<file path="config.mk">
export PLATFORM = sky130hd
export DESIGN_NAME = cdh_sqrt
export DESIGN_NICKNAME = d
export VERILOG_FILES = /design/src/rtl/concentric_disk_cosine_hemisphere_unit_assert.svh /design/src/rtl/cdh_pkg.sv /design/src/rtl/cdh_sqrt.sv
export SDC_FILE = /design/constraint.sdc
export NUM_CORES = 2
export LEC_CHECK = 0
export BUFFER_PORTS_ARGS = -buffer_cell sky130_fd_sc_hd__buf_2
export CAP_MARGIN = 20
export CORE_MARGIN = 10
export CORE_UTILIZATION = 30
export DETAILED_ROUTE_END_ITERATION = 6
export SETUP_SLACK_MARGIN = 0.02
export SLEW_MARGIN = 20
export SYNTH_ARGS = -nofsm -noshare
export SYNTH_HDL_FRONTEND = slang
export SYNTH_SLANG_ARGS = --single-unit
export TNS_END_PERCENT = 100
</file>
<file path="constraint.sdc">
create_clock -name clk -period 42.8 [get_ports clk]
set_clock_uncertainty 0.15 [all_clocks]
set_input_delay 4.28 -clock clk [delete_from_list [all_inputs] [get_ports clk]]
set_output_delay 4.28 -clock clk [all_outputs]
set_load 0.02 [all_outputs]
</file>
<file path="src/rtl/concentric_disk_cosine_hemisphere_unit_assert.svh">
// assertion macros shared by the concentric disk pipeline
// no dependencies
`ifndef CONCENTRIC_DISK_COSINE_HEMISPHERE_UNIT_ASSERT_SVH
`define CONCENTRIC_DISK_COSINE_HEMISPHERE_UNIT_ASSERT_SVH
// property that must hold once reset is released
`define CDH_ASSERT(label, prop, msg) \
    label: assert property (@(posedge clk) disable iff (!rst_n) (prop)) else $error(msg);
// implication checked on the following edge
`define CDH_ASSERT_NEXT(label, ante, cons, msg) \
    label: assert property (@(posedge clk) disable iff (!rst_n) (ante) |=> (cons)) \
        else $error(msg);
`endif

</file>
<file path="src/rtl/cdh_pkg.sv">
// shared constants, types and helpers for the concentric disk pipeline
// no dependencies
`timescale 1ns / 1ps
package cdh_pkg;
    localparam int unsigned INPUT_BITS_DEF    = 16;
    localparam int unsigned FRACTION_BITS_DEF = 15;
    // pi/4 in q31
    localparam logic [31:0] PI4_Q31 = 32'd1686629713;
    localparam logic [31:0] QONE    = 32'h8000_0000;
    // number of series terms in each evaluator
    localparam int unsigned SIN_TERMS = 5;
    localparam int unsigned COS_TERMS = 6;

    // per stage control and sign information
    typedef struct packed {
        logic aneg;
        logic bneg;
        logic first;
        logic zero;
    } cdh_ctl_t;

    // q31 product rounded half up
    function automatic logic [31:0] mul_q31(input logic [31:0] p, input logic [31:0] q);
        logic [63:0] prod;
        prod = 64'(p) * 64'(q) + 64'h4000_0000;
        return prod[62:31];
    endfunction

    // reciprocal of a series constant, ceil(2^(32+clog2 k) / k); elaboration only
    function automatic logic [32:0] recip_k(input logic [7:0] Kd);
        logic [63:0] n;
        n = 64'd1 << (32 + $clog2(Kd));
        return 33'((n + 64'(Kd) - 64'd1) / 64'(Kd));
    endfunction

    // shift that goes with recip_k
    function automatic int unsigned recip_sh(input logic [7:0] Kd);
        return 32 + $clog2(Kd);
    endfunction

    // rounded division by small series constant k, exact for v below 2^31
    // through the reciprocal m and shift sh from the two helpers above
    function automatic logic [31:0] div_k(input logic [31:0] v, input logic [7:0] Kd,
                                          input logic [32:0] m, input int unsigned sh);
        logic [31:0] s;
        logic [64:0] prod;
        s    = v + 32'(Kd >> 1);
        prod = 65'(s) * 65'(m);
        return 32'(prod >> sh);
    endfunction

    function automatic logic [7:0] sin_k(input int unsigned i);
        logic [7:0] r;
        unique case (i)
            0: r = 8'd110;
            1: r = 8'd72;
            2: r = 8'd42;
            3: r = 8'd20;
            default: r = 8'd6;
        endcase
        return r;
    endfunction

    function automatic logic [7:0] cos_k(input int unsigned i);
        logic [7:0] r;
        unique case (i)
            0: r = 8'd132;
            1: r = 8'd90;
            2: r = 8'd56;
            3: r = 8'd30;
            4: r = 8'd12;
            default: r = 8'd2;
        endcase
        return r;
    endfunction
endpackage

</file>
<file path="src/rtl/cdh_sqrt.sv">
// pipelined integer square root, two result bits per stage
// depends on cdh_pkg
`timescale 1ns / 1ps
module cdh_sqrt #(
    parameter int unsigned F = cdh_pkg::FRACTION_BITS_DEF
) (
    input  logic                clk,
    input  logic                rst_n,
    input  logic                en,
    input  logic                in_valid,
    input  logic [2*F+1:0]      radicand,
    input  logic signed [F+1:0] in_x,
    input  logic signed [F+1:0] in_y,
    output logic                out_valid,
    output logic [F:0]          root,
    output logic signed [F+1:0] out_x,
    output logic signed [F+1:0] out_y
);
    import cdh_pkg::*;
    // radicand is at most 2^(2F), root needs F+1 bits
    localparam int unsigned RB  = F + 1;
    localparam int unsigned NST = (RB + 1) / 2;
    localparam int unsigned VB  = 2 * RB;

    logic [VB-1:0]       v_reg [NST];
    logic [RB-1:0]       r_reg [NST];
    logic signed [F+1:0] x_reg [NST];
    logic signed [F+1:0] y_reg [NST];
    logic [NST-1:0]      vl_reg;

    for (genvar s = 0; s < NST; s++) begin : g_st
        logic [VB-1:0] v_in, v_n;
        logic [RB-1:0] r_in, r_n;
        logic signed [F+1:0] x_in, y_in;
        logic          vl_in;
        if (s == 0) begin : g0
            assign v_in  = VB'(radicand);
            assign r_in  = '0;
            assign x_in  = in_x;
            assign y_in  = in_y;
            assign vl_in = in_valid;
        end else begin : gn
            assign v_in  = v_reg[s-1];
            assign r_in  = r_reg[s-1];
            assign x_in  = x_reg[s-1];
            assign y_in  = y_reg[s-1];
            assign vl_in = vl_reg[s-1];
        end
        // digit-by-digit: result bit b = RB-1-2s and the next one down
        always_comb
        begin
            logic [VB+1:0] trial;
            v_n = v_in;
            r_n = r_in;
            for (int k = 0; k < 2; k++) begin
                if (2 * s + k < RB) begin
                    trial = (VB+2)'(r_n | (RB'(1) << (RB - 1 - (2 * s + k))))
                            * (VB+2)'(r_n | (RB'(1) << (RB - 1 - (2 * s + k))));
                    if (trial <= (VB+2)'(v_in))
                        r_n = r_n | (RB'(1) << (RB - 1 - (2 * s + k)));
                end
            end
        end
        always_ff @(posedge clk or negedge rst_n)
        begin
            if (!rst_n)
                vl_reg[s] <= 1'b0;
            else if (en)
                vl_reg[s] <= vl_in;
        end
        always_ff @(posedge clk)
        begin
            if (en) begin
                v_reg[s] <= v_n;
                r_reg[s] <= r_n;
                x_reg[s] <= x_in;
                y_reg[s] <= y_in;
            end
        end
    end

    assign out_valid = vl_reg[NST-1];
    assign root      = r_reg[NST-1];
    assign out_x     = x_reg[NST-1];
    assign out_y     = y_reg[NST-1];
endmodule

</file>
# Word-level counts from Yosys, hierarchy flattened
# Memories as Yosys holds them, arrays and structs flattened.
# Index checks and enable logic that the tools add are counted.
# totals
regBits,8
ramBits,656
input_bits,70
out_inout_bits,51
n_memories,4
# memory_table
memory,depth,width,rd,rd_ports_with_merged_regs,write_ports,line,text
v_reg,8,32,7,0,8,cdh_sqrt.sv:25,logic [VB-1:0] v_reg [NST];
x_reg,8,17,8,0,8,cdh_sqrt.sv:27,logic signed [F+1:0] x_reg [NST];
y_reg,8,17,8,0,8,cdh_sqrt.sv:28,logic signed [F+1:0] y_reg [NST];
r_reg,8,16,8,0,8,cdh_sqrt.sv:26,logic [RB-1:0] r_reg [NST];
# op_classes
n_mul,15
magnitude_cmp,16
muxes,18
# op_table
op,n
<= comparator 32 bit,15
multiplier 16 x 16 -> 32 bit,15
"<= comparator 31 x 32 -> 1 bit, first input constant",1
2-to-1 mux 16 bit,1
2-to-1 mux 15 bit,1
2-to-1 mux 14 bit,1
2-to-1 mux 13 bit,1
2-to-1 mux 12 bit,1
2-to-1 mux 11 bit,1
2-to-1 mux 10 bit,1
2-to-1 mux 9 bit,1
2-to-1 mux 8 bit,1
2-to-1 mux 7 bit,1
2-to-1 mux 6 bit,1
2-to-1 mux 5 bit,1
2-to-1 mux 4 bit,1
2-to-1 mux 1 bit,3
2-to-1 mux 3 bit,1
2-to-1 mux 2 bit,1

# Depth between registers and ports, before layout
# An unclocked memory read counts as a cell.
# logic_depth
depth_word,7
depth_mapped,64

# Worst setup path after synthesis
# Ideal clock, no wire load.
# synth_path
path_kind,reg2reg
startpoint,memory r_reg[1][43] in the netlist's numbering
endpoint,"memory r_reg[1][48] in the netlist's numbering, data pin"
setup_time_ns,0.130
arrival_ns,14.086
required_ns,42.520
slack_ns,28.434
stages_incl_launch_ff,58
path_buffers,2
synth_period_minus_slack_ns,14.366
cell_sequence,edfxtp_1 clkbuf_1 inv_1 nor2_1 inv_1 fa_1 inv_1 fa_1 fa_1 fa_1 fa_1 inv_1 fa_1 inv_1 ha_1 a21o_1 or3_1 a2111oi_2 (+22 left out) inv_1 fa_1 inv_1 ha_1 a21o_1 a21o_1 a21oi_1 o31ai_1 a221oi_1 a21oi_1 a31oi_1 xnor2_1 ha_1 a21o_1 a21o_1 a211oi_1 o31ai_1 nand2_1
# synth_rtl
element,line
start: declaration,cdh_sqrt.sv:26

==> results by group <==
Placement
  • Hpwl dp: 106,400 microns
  • Port Buffers: 120
  • Gpl congestion: 0.8920

Setup path
  • Startpoint Class: flip-flop
  • Reg-to-reg critical path endpoint: r_reg[1][48]
  • CP dominant cell by count: fa_1
  • Critical Path AT: 16,520 ps
  • RR Startpoint: r_reg[1][35]
  • R2R Setup Slk: 26,660 ps
  • Crit path max-delay cell type: fa_1
  • Critical Path Fanout Max: 15
  • Critical path endpoint category: flip-flop
  • Max incr delay on CP: 600 ps
  • Critical path endpoint: r_reg[1][48]
  • Worst Setup SP: r_reg[1][35]
  • Critical path class: flip-flop to flip-flop
  • CP required: 43,170 ps
  • R2R depth: 57

Clock network
  • Post-CTS sizing: 0
  • CTS H-tree depth: 2
  • Root buffer cell: clkbuf_16
  • CTS Sinks: 576
  • CTS Buf Count: 59
  • Skew-Pair Late Insertion Delay: 680 ps
  • Post-CTS Repair Setup Buffers: 0
  • CTS tree: done
  • Max clock buf depth: 3
  • Hold buffer count at cts: 0
  • Clock slew at reported path FFs: 70 ps

STA
  • Final TNS setup: 0 ps
  • Slew Viols, Final: 0
  • Final setup vio count: 0
  • Final hold vios: 0
  • Period minus WS final: 16,140 ps
  • Slew @ Worst Pin: 1019 ps
  • Slew margin rel.: 31.46%
  • Period utilisation layout: 37.72%
  • F_max: 61.94 MHz
  • RSZ-0062 raised after global routing: no

Floorplanning
  • Initial core utilization: 30.12%
  • Die H: 453.8 microns
  • # rows: 159
  • Io pins: 121
  • Core area: 187,400 sq um
  • Die Area: 205,900 sq um
  • Die W: 453.8 microns

Global routing
  • Largest net degree at the start of global routing: 116
  • First-pass GRT wire length: 205,700 microns
  • Global route total overflow: 0
  • Initial antenna violation count: 19
  • Vias in the first global route: 37,550
  • Overall Global Routing Usage: 12.52%

Synth
  • Synthesized area per cell: 11.27 sq um
  • Syn_nets: 6,682
  • Post-synthesis cell count: 5,010
  • Number of distinct library cells after synthesis: 62
  • FF+latch count, synth: 576
  • Prevailing post-synth register cell: edfxtp_1
  • Async SR Flop Fraction: 1.389%
  • YS warnings: 0
  • EDFF count, synth: 568
  • Register area share after synthesis: 30.57%
  • Post-Syn Area: 56,440 sq um

Route
  • Initial DRT Pass Iterations: 7
  • Wire per inst: 16.62 microns
  • Detailed Route WL: 128,500 microns
  • DR iter-0 viols: 1,965
  • # DRC: 0
  • Metal3 WL: 4459 microns
  • Vias per cell: 4.530
  • Met1 wire length: 56,230 microns
  • DR vias: 35,010
  • Met2 wire length: 63,450 microns
  • Max layer used: met4
  • Routed Antenna Nets: 0

Finish
  • Most common cell after layout, fill and taps aside: inv_1
  • Most frequent cells in the layout: inv_1, ha_1, fa_1
  • FF+latch area: 17,260 sq um
  • Total Nets Final: 6,846
  • Max reg flops: 224
  • Final Util: 33.22%
  • Fillers: 18,830
  • Multi-input gate area: 34,680 sq um
  • Layout area overhead: 10.31%
  • Layout cells sized above 1: 5.515%

Run
  • Max-cap violation count: 0

Hold path
  • Hold WC Path Type: flip-flop to flip-flop

Status
  • Status: finished clean
## stage by stage
stage | std cells | instance area [sq um] | hold WS [ps] | worst slack (ps)
after global routing | 7726 | 62250 | 263.6 | 25660
after detailed placement | 7608 | 60250 | 254.5 | 26800
after floorplan | 5010 | 56440 | 250.3 | 28430
after CTS | 7717 | 62230 | 259.3 | 26680
final | 7729 | 62260 | 259.8 | 26660
after global placement | 7608 | 60250 | 250.3 | 26920
## worst min path at each step
stage | from | end | slack [ps] | cells past startpoint
2_1_floorplan | x_reg[0][0] | x_reg[0][17] | 250 | 0
3_3_place_gp | y_reg[1][4] | y_reg[1][21] | 250 | 0
3_5_place_dp | x_reg[0][17] | x_reg[0][34] | 250 | 0
4_1_cts | x_reg[0][46] | x_reg[0][63] | 260 | 0
5_1_grt | x_reg[0][18] | x_reg[0][35] | 260 | 0
6_report | x_reg[0][18] | x_reg[0][35] | 260 | 0
## cell usage after synthesis (23+ instances only)
cell type / n / area [sq um]
or2_2: 23 / 143.9
nor4_1: 28 / 175.2
inv_1: 1143 / 4290
xor2_1: 60 / 525.5
nand2_1: 202 / 758.2
nand4_1: 72 / 450.4
nor3_1: 35 / 175.2
clkbuf_1: 52 / 195.2
ha_1: 964 / 12060
and2_1: 76 / 475.5
edfxtp_1: 568 / 17060
nor2b_1: 40 / 250.2
nand3_1: 31 / 155.2
a21oi_1: 186 / 930.9
nor2_1: 227 / 852.1
a21o_1: 152 / 1141
fa_1: 638 / 12770
o21ai_0: 97 / 485.5
xnor2_1: 183 / 1603
nand2b_1: 27 / 168.9
## critical path, delay by kind of cell (launching register included)
family | cells | cell delay [ps]
xor+xnor | 2 | 320
compound gates | 18 | 4240
buf+inv | 13 | 1890
simple gates | 8 | 1430
flops | 1 | 350
fa+ha+maj | 16 | 7580
## final cells by class
class | instances | area share [%]
Multi-Input combinational cell | 3233 | 55.70
Timing Repair Buffer | 155 | 1.429
Tap cell | 2495 | 5.014
Inverter | 1149 | 6.927
Antenna cell | 12 | 0.04823
Clock inverter | 35 | 0.6592
Sequential cell | 576 | 27.72
Clock buffer | 74 | 2.510
## metal layers
| metal | global-route usage (%) | vias up |
|---|---|---|
| met5 | 0 | - |
| met4 | 4.540 | 0 |
| met3 | 1.276 | 189 |
| met2 | 21.71 | 593 |
| met1 | 16.13 | 17370 |
| li1 | - | 16860 |
## cells by family (layout without fill, tap and decap cells)
group | Yosys count | in the layout | synth area share (%)
AND/OR/NAND/NOR | 799 | 799 | 6.863
buffers and inverters | 1201 | 1413 | 7.987
adder cells (fa/ha/maj) | 1602 | 1602 | 44.00
other | 0 | 12 | 0
flip-flops | 576 | 576 | 30.57
AO/OA/AOI/OAI | 570 | 570 | 6.433
XOR/XNOR | 243 | 243 | 3.771
multiplexers | 19 | 19 | 0.3724
Power is not shown: default switching activity piles up to over one toggle a cycle in this logic, so the estimate is an artifact.
