## src/rtl/concentric_disk_cosine_hemisphere_unit_assert.svh

```systemverilog
// assertion macros shared by the concentric disk pipeline
// no dependencies
`ifndef CONCENTRIC_DISK_COSINE_HEMISPHERE_UNIT_ASSERT_SVH
`define CONCENTRIC_DISK_COSINE_HEMISPHERE_UNIT_ASSERT_SVH
// property that must hold once reset is released
`define CDH_ASSERT(label, prop, msg) \
    label: assert property (@(posedge clk) disable iff (!rst_n) (prop)) else $error(msg);
// implication checked on the following edge
`define CDH_ASSERT_NEXT(label, ante, cons, msg) \
    label: assert property (@(posedge clk) disable iff (!rst_n) (ante) |=> (cons)) \
        else $error(msg);
`endif

```

## src/rtl/cdh_pkg.sv

```systemverilog
// shared constants, types and helpers for the concentric disk pipeline
// no dependencies
`timescale 1ns / 1ps
package cdh_pkg;
    localparam int unsigned INPUT_BITS_DEF    = 16;
    localparam int unsigned FRACTION_BITS_DEF = 15;
    // pi/4 in q31
    localparam logic [31:0] PI4_Q31 = 32'd1686629713;
    localparam logic [31:0] QONE    = 32'h8000_0000;
    // number of series terms in each evaluator
    localparam int unsigned SIN_TERMS = 5;
    localparam int unsigned COS_TERMS = 6;

    // per stage control and sign information
    typedef struct packed {
        logic aneg;
        logic bneg;
        logic first;
        logic zero;
    } cdh_ctl_t;

    // q31 product rounded half up
    function automatic logic [31:0] mul_q31(input logic [31:0] p, input logic [31:0] q);
        logic [63:0] prod;
        prod = 64'(p) * 64'(q) + 64'h4000_0000;
        return prod[62:31];
    endfunction

    // reciprocal of a series constant, ceil(2^(32+clog2 k) / k); elaboration only
    function automatic logic [32:0] recip_k(input logic [7:0] Kd);
        logic [63:0] n;
        n = 64'd1 << (32 + $clog2(Kd));
        return 33'((n + 64'(Kd) - 64'd1) / 64'(Kd));
    endfunction

    // shift that goes with recip_k
    function automatic int unsigned recip_sh(input logic [7:0] Kd);
        return 32 + $clog2(Kd);
    endfunction

    // rounded division by small series constant k, exact for v below 2^31
    // through the reciprocal m and shift sh from the two helpers above
    function automatic logic [31:0] div_k(input logic [31:0] v, input logic [7:0] Kd,
                                          input logic [32:0] m, input int unsigned sh);
        logic [31:0] s;
        logic [64:0] prod;
        s    = v + 32'(Kd >> 1);
        prod = 65'(s) * 65'(m);
        return 32'(prod >> sh);
    endfunction

    function automatic logic [7:0] sin_k(input int unsigned i);
        logic [7:0] r;
        unique case (i)
            0: r = 8'd110;
            1: r = 8'd72;
            2: r = 8'd42;
            3: r = 8'd20;
            default: r = 8'd6;
        endcase
        return r;
    endfunction

    function automatic logic [7:0] cos_k(input int unsigned i);
        logic [7:0] r;
        unique case (i)
            0: r = 8'd132;
            1: r = 8'd90;
            2: r = 8'd56;
            3: r = 8'd30;
            4: r = 8'd12;
            default: r = 8'd2;
        endcase
        return r;
    endfunction
endpackage

```

## src/rtl/cdh_div.sv

```systemverilog
// pipelined restoring divider: quotient = (num << 31) / den, num <= den
// depends on cdh_pkg
`timescale 1ns / 1ps
module cdh_div #(
    parameter int unsigned W = cdh_pkg::INPUT_BITS_DEF + 1
) (
    input  logic                clk,
    input  logic                rst_n,
    input  logic                en,
    input  logic                in_valid,
    input  logic [W-1:0]        num,
    input  logic [W-1:0]        den,
    input  cdh_pkg::cdh_ctl_t   in_ctl,
    input  logic [W-1:0]        in_rmag,
    output logic                out_valid,
    output logic [31:0]         quot,
    output cdh_pkg::cdh_ctl_t   out_ctl,
    output logic [W-1:0]        out_rmag
);
    import cdh_pkg::*;
    // 32 quotient bits, four per stage
    localparam int unsigned STEPS = 4;
    localparam int unsigned NST   = 32 / STEPS;

    logic [W:0]     rem_reg  [NST];
    logic [W-1:0]   den_reg  [NST];
    logic [31:0]    q_reg    [NST];
    cdh_ctl_t       ctl_reg  [NST];
    logic [W-1:0]   rm_reg   [NST];
    logic [NST-1:0] v_reg;

    for (genvar s = 0; s < NST; s++) begin : g_st
        logic [W:0]   rem_in;
        logic [W-1:0] den_in;
        logic [31:0]  q_in;
        cdh_ctl_t     ctl_in;
        logic [W-1:0] rm_in;
        logic         v_in;
        logic [W:0]   rem_next;
        logic [31:0]  q_next;
        if (s == 0) begin : g_first
            // first quotient bit is 1 only when num == den
            assign rem_in = {1'b0, num};
            assign den_in = den;
            assign q_in   = '0;
            assign ctl_in = in_ctl;
            assign rm_in  = in_rmag;
            assign v_in   = in_valid;
        end else begin : g_rest
            assign rem_in = rem_reg[s-1];
            assign den_in = den_reg[s-1];
            assign q_in   = q_reg[s-1];
            assign ctl_in = ctl_reg[s-1];
            assign rm_in  = rm_reg[s-1];
            assign v_in   = v_reg[s-1];
        end
        // four shift-subtract steps; first step of stage 0 does not shift
        always_comb
        begin
            logic [W+1:0] t;
            rem_next = rem_in;
            q_next   = q_in;
            for (int i = 0; i < STEPS; i++) begin
                if (s == 0 && i == 0)
                    t = {1'b0, rem_next};
                else
                    t = {rem_next, 1'b0};
                if (t >= {2'b00, den_in}) begin
                    t = t - {2'b00, den_in};
                    q_next = {q_next[30:0], 1'b1};
                end else begin
                    q_next = {q_next[30:0], 1'b0};
                end
                rem_next = t[W:0];
            end
        end
        always_ff @(posedge clk or negedge rst_n)
        begin
            if (!rst_n)
                v_reg[s] <= 1'b0;
            else if (en)
                v_reg[s] <= v_in;
        end
        always_ff @(posedge clk)
        begin
            if (en) begin
                rem_reg[s] <= rem_next;
                den_reg[s] <= den_in;
                q_reg[s]   <= q_next;
                ctl_reg[s] <= ctl_in;
                rm_reg[s]  <= rm_in;
            end
        end
    end

    // the schedule above yields bit 31 (num==den) then the 31 bits below it
    assign quot      = q_reg[NST-1];
    assign out_valid = v_reg[NST-1];
    assign out_ctl   = ctl_reg[NST-1];
    assign out_rmag  = rm_reg[NST-1];
endmodule

```

## config.mk

```make
export PLATFORM = sky130hd
export DESIGN_NAME = cdh_div
export DESIGN_NICKNAME = d
export VERILOG_FILES = /design/src/rtl/concentric_disk_cosine_hemisphere_unit_assert.svh /design/src/rtl/cdh_pkg.sv /design/src/rtl/cdh_div.sv
export SDC_FILE = /design/constraint.sdc
export NUM_CORES = 2
export LEC_CHECK = 0
export BUFFER_PORTS_ARGS = -buffer_cell sky130_fd_sc_hd__buf_4
export CORE_UTILIZATION = 45
export CTS_BUF_LIST = sky130_fd_sc_hd__clkbuf_8
export DETAILED_ROUTE_END_ITERATION = 6
export GPL_ROUTABILITY_DRIVEN = 0
export PLACE_DENSITY = 0.59
export SETUP_SLACK_MARGIN = 0.3
export SLEW_MARGIN = 40
export SYNTH_ARGS = -nofsm -noshare
export SYNTH_HDL_FRONTEND = slang
export SYNTH_SLANG_ARGS = --single-unit
export TNS_END_PERCENT = 100
```

## constraint.sdc

```tcl
create_clock -name clk -period 11.9 [get_ports clk]
set_input_delay 0.595 -clock clk [delete_from_list [all_inputs] [get_ports clk]]
set_output_delay 0.595 -clock clk [all_outputs]
set_load 0.02 [all_outputs]
```

======== Word level (Yosys, flattened, before mapping) ========
Memory sizes are Yosys's and may differ from the RTL's.
Cells that the tools add are included.
cells by class
  $add $sub $neg .......................... 32
  magnitude comparators ................... 32
  multiplexer cells ....................... 66
operators with widths
  kind                                              number
  19-bit by 17-bit >= comparator with 1-bit output  31
  18-bit two-way mux                                32
  18-bit by 17-bit subtractor with 18-bit output    31
  1-bit two-way mux                                 34
  17-bit by 17-bit subtractor with 18-bit output    1
  17-bit >= comparator                              1
storage, ports and cells
  flip-flop bits (word level) ............. 8
  bits in writable memories ............... 704
  bits of input ports ..................... 59
  output and inout port bits .............. 54
  logic and storage cells ................. 143
  memories kept ........................... 5
memories
  name     words  width  read ports  clocked after Yosys merged registers in  wr ports  RTL line       text
  q_reg    8      32     8           0                                        8         cdh_div.sv:27  logic [31:0] q_reg [NST];
  rem_reg  8      18     7           0                                        8         cdh_div.sv:25  logic [W:0] rem_reg [NST];
  den_reg  8      17     7           0                                        8         cdh_div.sv:26  logic [W-1:0] den_reg [NST];
  rm_reg   8      17     8           0                                        8         cdh_div.sv:29  logic [W-1:0] rm_reg [NST];
  ctl_reg  8      4      8           0                                        8         cdh_div.sv:28  cdh_ctl_t ctl_reg [NST];

======== Longest topological paths before layout ========
An unclocked memory read counts as a cell.
  depth in word-level cells ............... 9
  gate-level depth with buffers ........... 53
  gate-level depth less buffers ........... 47

======== Worst setup path after synthesis ========
OpenSTA, ideal clock, no wires.
  kind .................................... input port to flip-flop
  start point ............................. input num[0]
  end point ............................... memory rem_reg[0][10] (netlist name) (data pin)
  library setup time ...................... 0.260 ns
  arrival time ............................ 10.711 ns
  required time ........................... 11.640 ns
  slack ................................... 0.930 ns
  stages .................................. 50
  path buffers ............................ 4
  path through ............................ inv_1 > ha_1 > inv_1 > fa_1 > a21o_1 > a21oi_2 > o21ai_1 > a2111oi_2 > o31a_2 > o21ai_2 > clkbuf_1 > o21ai_0 > inv_1 > ha_1 > nor2b_1 > o21ai_1 > a21oi_1 > o311ai_2 > [... 14 more ...] > a21oi_1 > a221oi_1 > nand3_2 > buf_6 > mux2_2 > ha_1 > a21o_1 > a21o_1 > a211o_1 > a221oi_1 > o21ai_0 > o21ai_0 > nand2b_1 > a21oi_1 > nand2_1 > a21oi_4 > buf_4 > mux2_2
RTL lines
  element      RTL line       text
  from (decl)  cdh_div.sv:11  input logic [W-1:0] num,
  to (decl)    cdh_div.sv:25

==> flow_summary.yaml <==
sta:
  drv_slew: 0
  finClkSkew_ns: 0.0511
  period_share: 0.924
  slew-limit-headroom: 0.454
  finalSetupTns_ns: 0
  rsz0062_at_grt: "false"
  tightest_slew_ns: 0.809
  finalHoldViolCount: 0
  timing.fmax_mhz: 91.0
  finalSetupViolCount: 0
  period_needed_ns: 10.99
cts:
  clk_pin_slew_worst_paths_ns: 0.06
  cts.sink_count: 565
  cts-root-buf: "clkbuf_8"
  ctsHtreeMaxLevel: 3
  clock_latency_ns: 0.77
  clock_path_buffers: 3
  numCtsBuffers: 99
  cts_tree: "built"
worst_setup_path:
  cp-startpoint: "den_reg[1][1]$_DFFE_PP_"
  cp.required_ns: 12.37
  crit_top_cell: "ha_1"
  r2r-start: "den_reg[1][1]$_DFFE_PP_"
  slowest_delay_ns: 0.53
  slowest_stage: "edfxtp_1"
  crit_type: "register to register"
  worstPathArrival_ns: 11.46
  startpoint_type: "register"
  crit_path_end_kind: "register"
  path_delay_family: "compound AO/OA/AOI/OAI gates"
  path_buf_inv: 4
  crit_path_max_fanout: 18
global_route:
  grt_first_pass_wirelength_um: 196000
  grt_use_total: 0.227
  grt_overflow: 0
  grt_pass1_vias: 35741
  antenna_found_initial: 5
  grt_max_degree: 152
run:
  maxCapViolations: 0
logic_synthesis:
  yosys_warnings: 0
  yosysTopAreaCellShare: 0.348
  synth-main-ff-cell: "edfxtp_1"
  ys_top_cells_by_count: "edfxtp_1, ha_1, a21oi_1"
  synth.cell_area_um2: 48000
  synth_most_common_cell: "edfxtp_1"
  synthArstFlopShare: 0.0142
  yosysTopAreaCell: "edfxtp_1"
  synth_edf_count: 557
  synthCells: 4934
  synth_area_leaders: "edfxtp_1, ha_1, mux2_2"
  syn_area_per_cell_um2: 9.73
  synth_cell_types: 115
  yosys_register_bits: 565
  synth.net_count: 5523
  ys_seq_area_frac: 0.353
detailed_routing:
  drt_iter0_drc: 2737
  firstDrtPassIters: 7
  route.detailed.wl_per_inst_um: 19.0
  via_per_inst: 5.76
  ant_nets: 0
  vias: 38226
  drcViolationCount: 14
  wl_um: 126000
finish:
  multi_input_area_um2: 29700
  nNetsFinal: 5755
  drive_gt1_frac: 0.135
  utilization: 0.506
  regArea_um2: 16900
  syn_to_final_growth_pct: 11.2
  fillCellCount: 9674
  largest_reg_flops: 144
floorplan:
  dieArea_um2: 108000
  initial_core_util: 0.455
  io_pins: 113
  dieHeight_um: 329
  rows: 119
  die_w_um: 329
  core-area_um2: 106000
outcome:
  status: "complete, but fails checks"
  violations: "DRC"
placement:
  hpwl_um: 97800
  numPortBuffers: 112
worst_hold_path:
  hp-start: "den[0]"
  min_path_type: "primary input to register"
## kinds of logic after synthesis
kind of cell | count (synthesis) | share of synthesized area
simple gates | 1247 | 0.127
flops | 565 | 0.353
xor+xnor | 414 | 0.0755
compound gates | 1485 | 0.200
buf+inv | 385 | 0.0329
fa+ha+maj | 530 | 0.140
mux | 308 | 0.0722
## cell usage in the layout (no fill, tap or decap), drive strengths merged, types with 46 or more instances in the layout
cell type | Yosys | final
xor2 | 145 | 145
a31oi | 50 | 50
nor3 | 79 | 79
a21oi | 428 | 430
nand3 | 86 | 86
clkinv | 1 | 46
nand2 | 327 | 327
buf | 46 | 183
ha | 521 | 521
mux2 | 264 | 264
o21bai | 77 | 77
clkbuf | 49 | 99
nand2b | 73 | 73
edfxtp | 557 | 557
nand4 | 78 | 78
inv | 289 | 312
nor2b | 71 | 71
o21ai | 343 | 343
nor2 | 338 | 338
o21a | 93 | 93
a21o | 179 | 179
xnor2 | 269 | 269
## repair_timing
item                                    4_1_cts  5_1_grt
gates cloned                                  0        4
buffers inserted                              0       12
endpoints found under the setup margin       14      108
pin swaps                                     0        2
hold endpoints to repair                     46        0
gates resized for setup                       1       37
hold buffers                                 39        0
## layout make-up
cell class,instances,area share
antenna,4,0.000187
clock buffer,99,0.0255
clock inverter,83,0.0124
inverter,290,0.0206
multi-input combinational,3988,0.556
sequential,565,0.317
tap,1391,0.0326
timing repair buffer,222,0.0359
## worst register-to-register path: cells and delay by family, from the launching register on
family	cells	cell delay (ns)
flip-flops	1	0.53
adder cells (fa/ha/maj)	5	1.59
buffers and inverters	4	0.93
AO/OA/AOI/OAI	17	4.09
AND/OR/NAND/NOR	16	2.81
multiplexers	2	0.73
## path summary, 6_finish.rpt
kind | to | slack (ns) | depth (start not counted)
worst min register to register | q_reg[1][17]$_DFFE_PP_ | 0.40 | 0
worst max register to register | rem_reg[2][16]$_DFFE_PP_ | 0.91 | 44
max in group asynchronous | g_st[1].v_in$_DFFE_PN0P_ | 11.59 | 2
worst max-delay path | rem_reg[2][16]$_DFFE_PP_ | 0.91 | 44
worst min-delay path | den_reg[0][0]$_DFFE_PP_ | 0.12 | 1
min in group asynchronous | g_st[4].v_in$_DFFE_PN0P_ | 0.18 | 2
## per-layer routing
metal	up-vias	share of wire	track usage
met4	0	0.023	0.0601
met2	1000	0.44	0.355
met5	-	0	0
li1	19014	-	-
met1	18048	0.48	0.328
met3	164	0.056	0.0320
## metrics by stage
step	hold WS [ns]	instance area [um2]	instances	setup slack, ns
6_report	0.123	53400	6642	0.906
2_1_floorplan	0.299	48000	4934	0.930
3_3_place_gp	0.401	50600	6397	0.310
3_5_place_dp	0.405	50600	6398	0.325
5_1_grt	0.0884	53400	6640	0.293
4_1_cts	0.0488	53000	6619	0.316
Power is left out: the tool's default activity adds up to more than one toggle a clock period on the data nets, which glitch-free logic cannot reach.
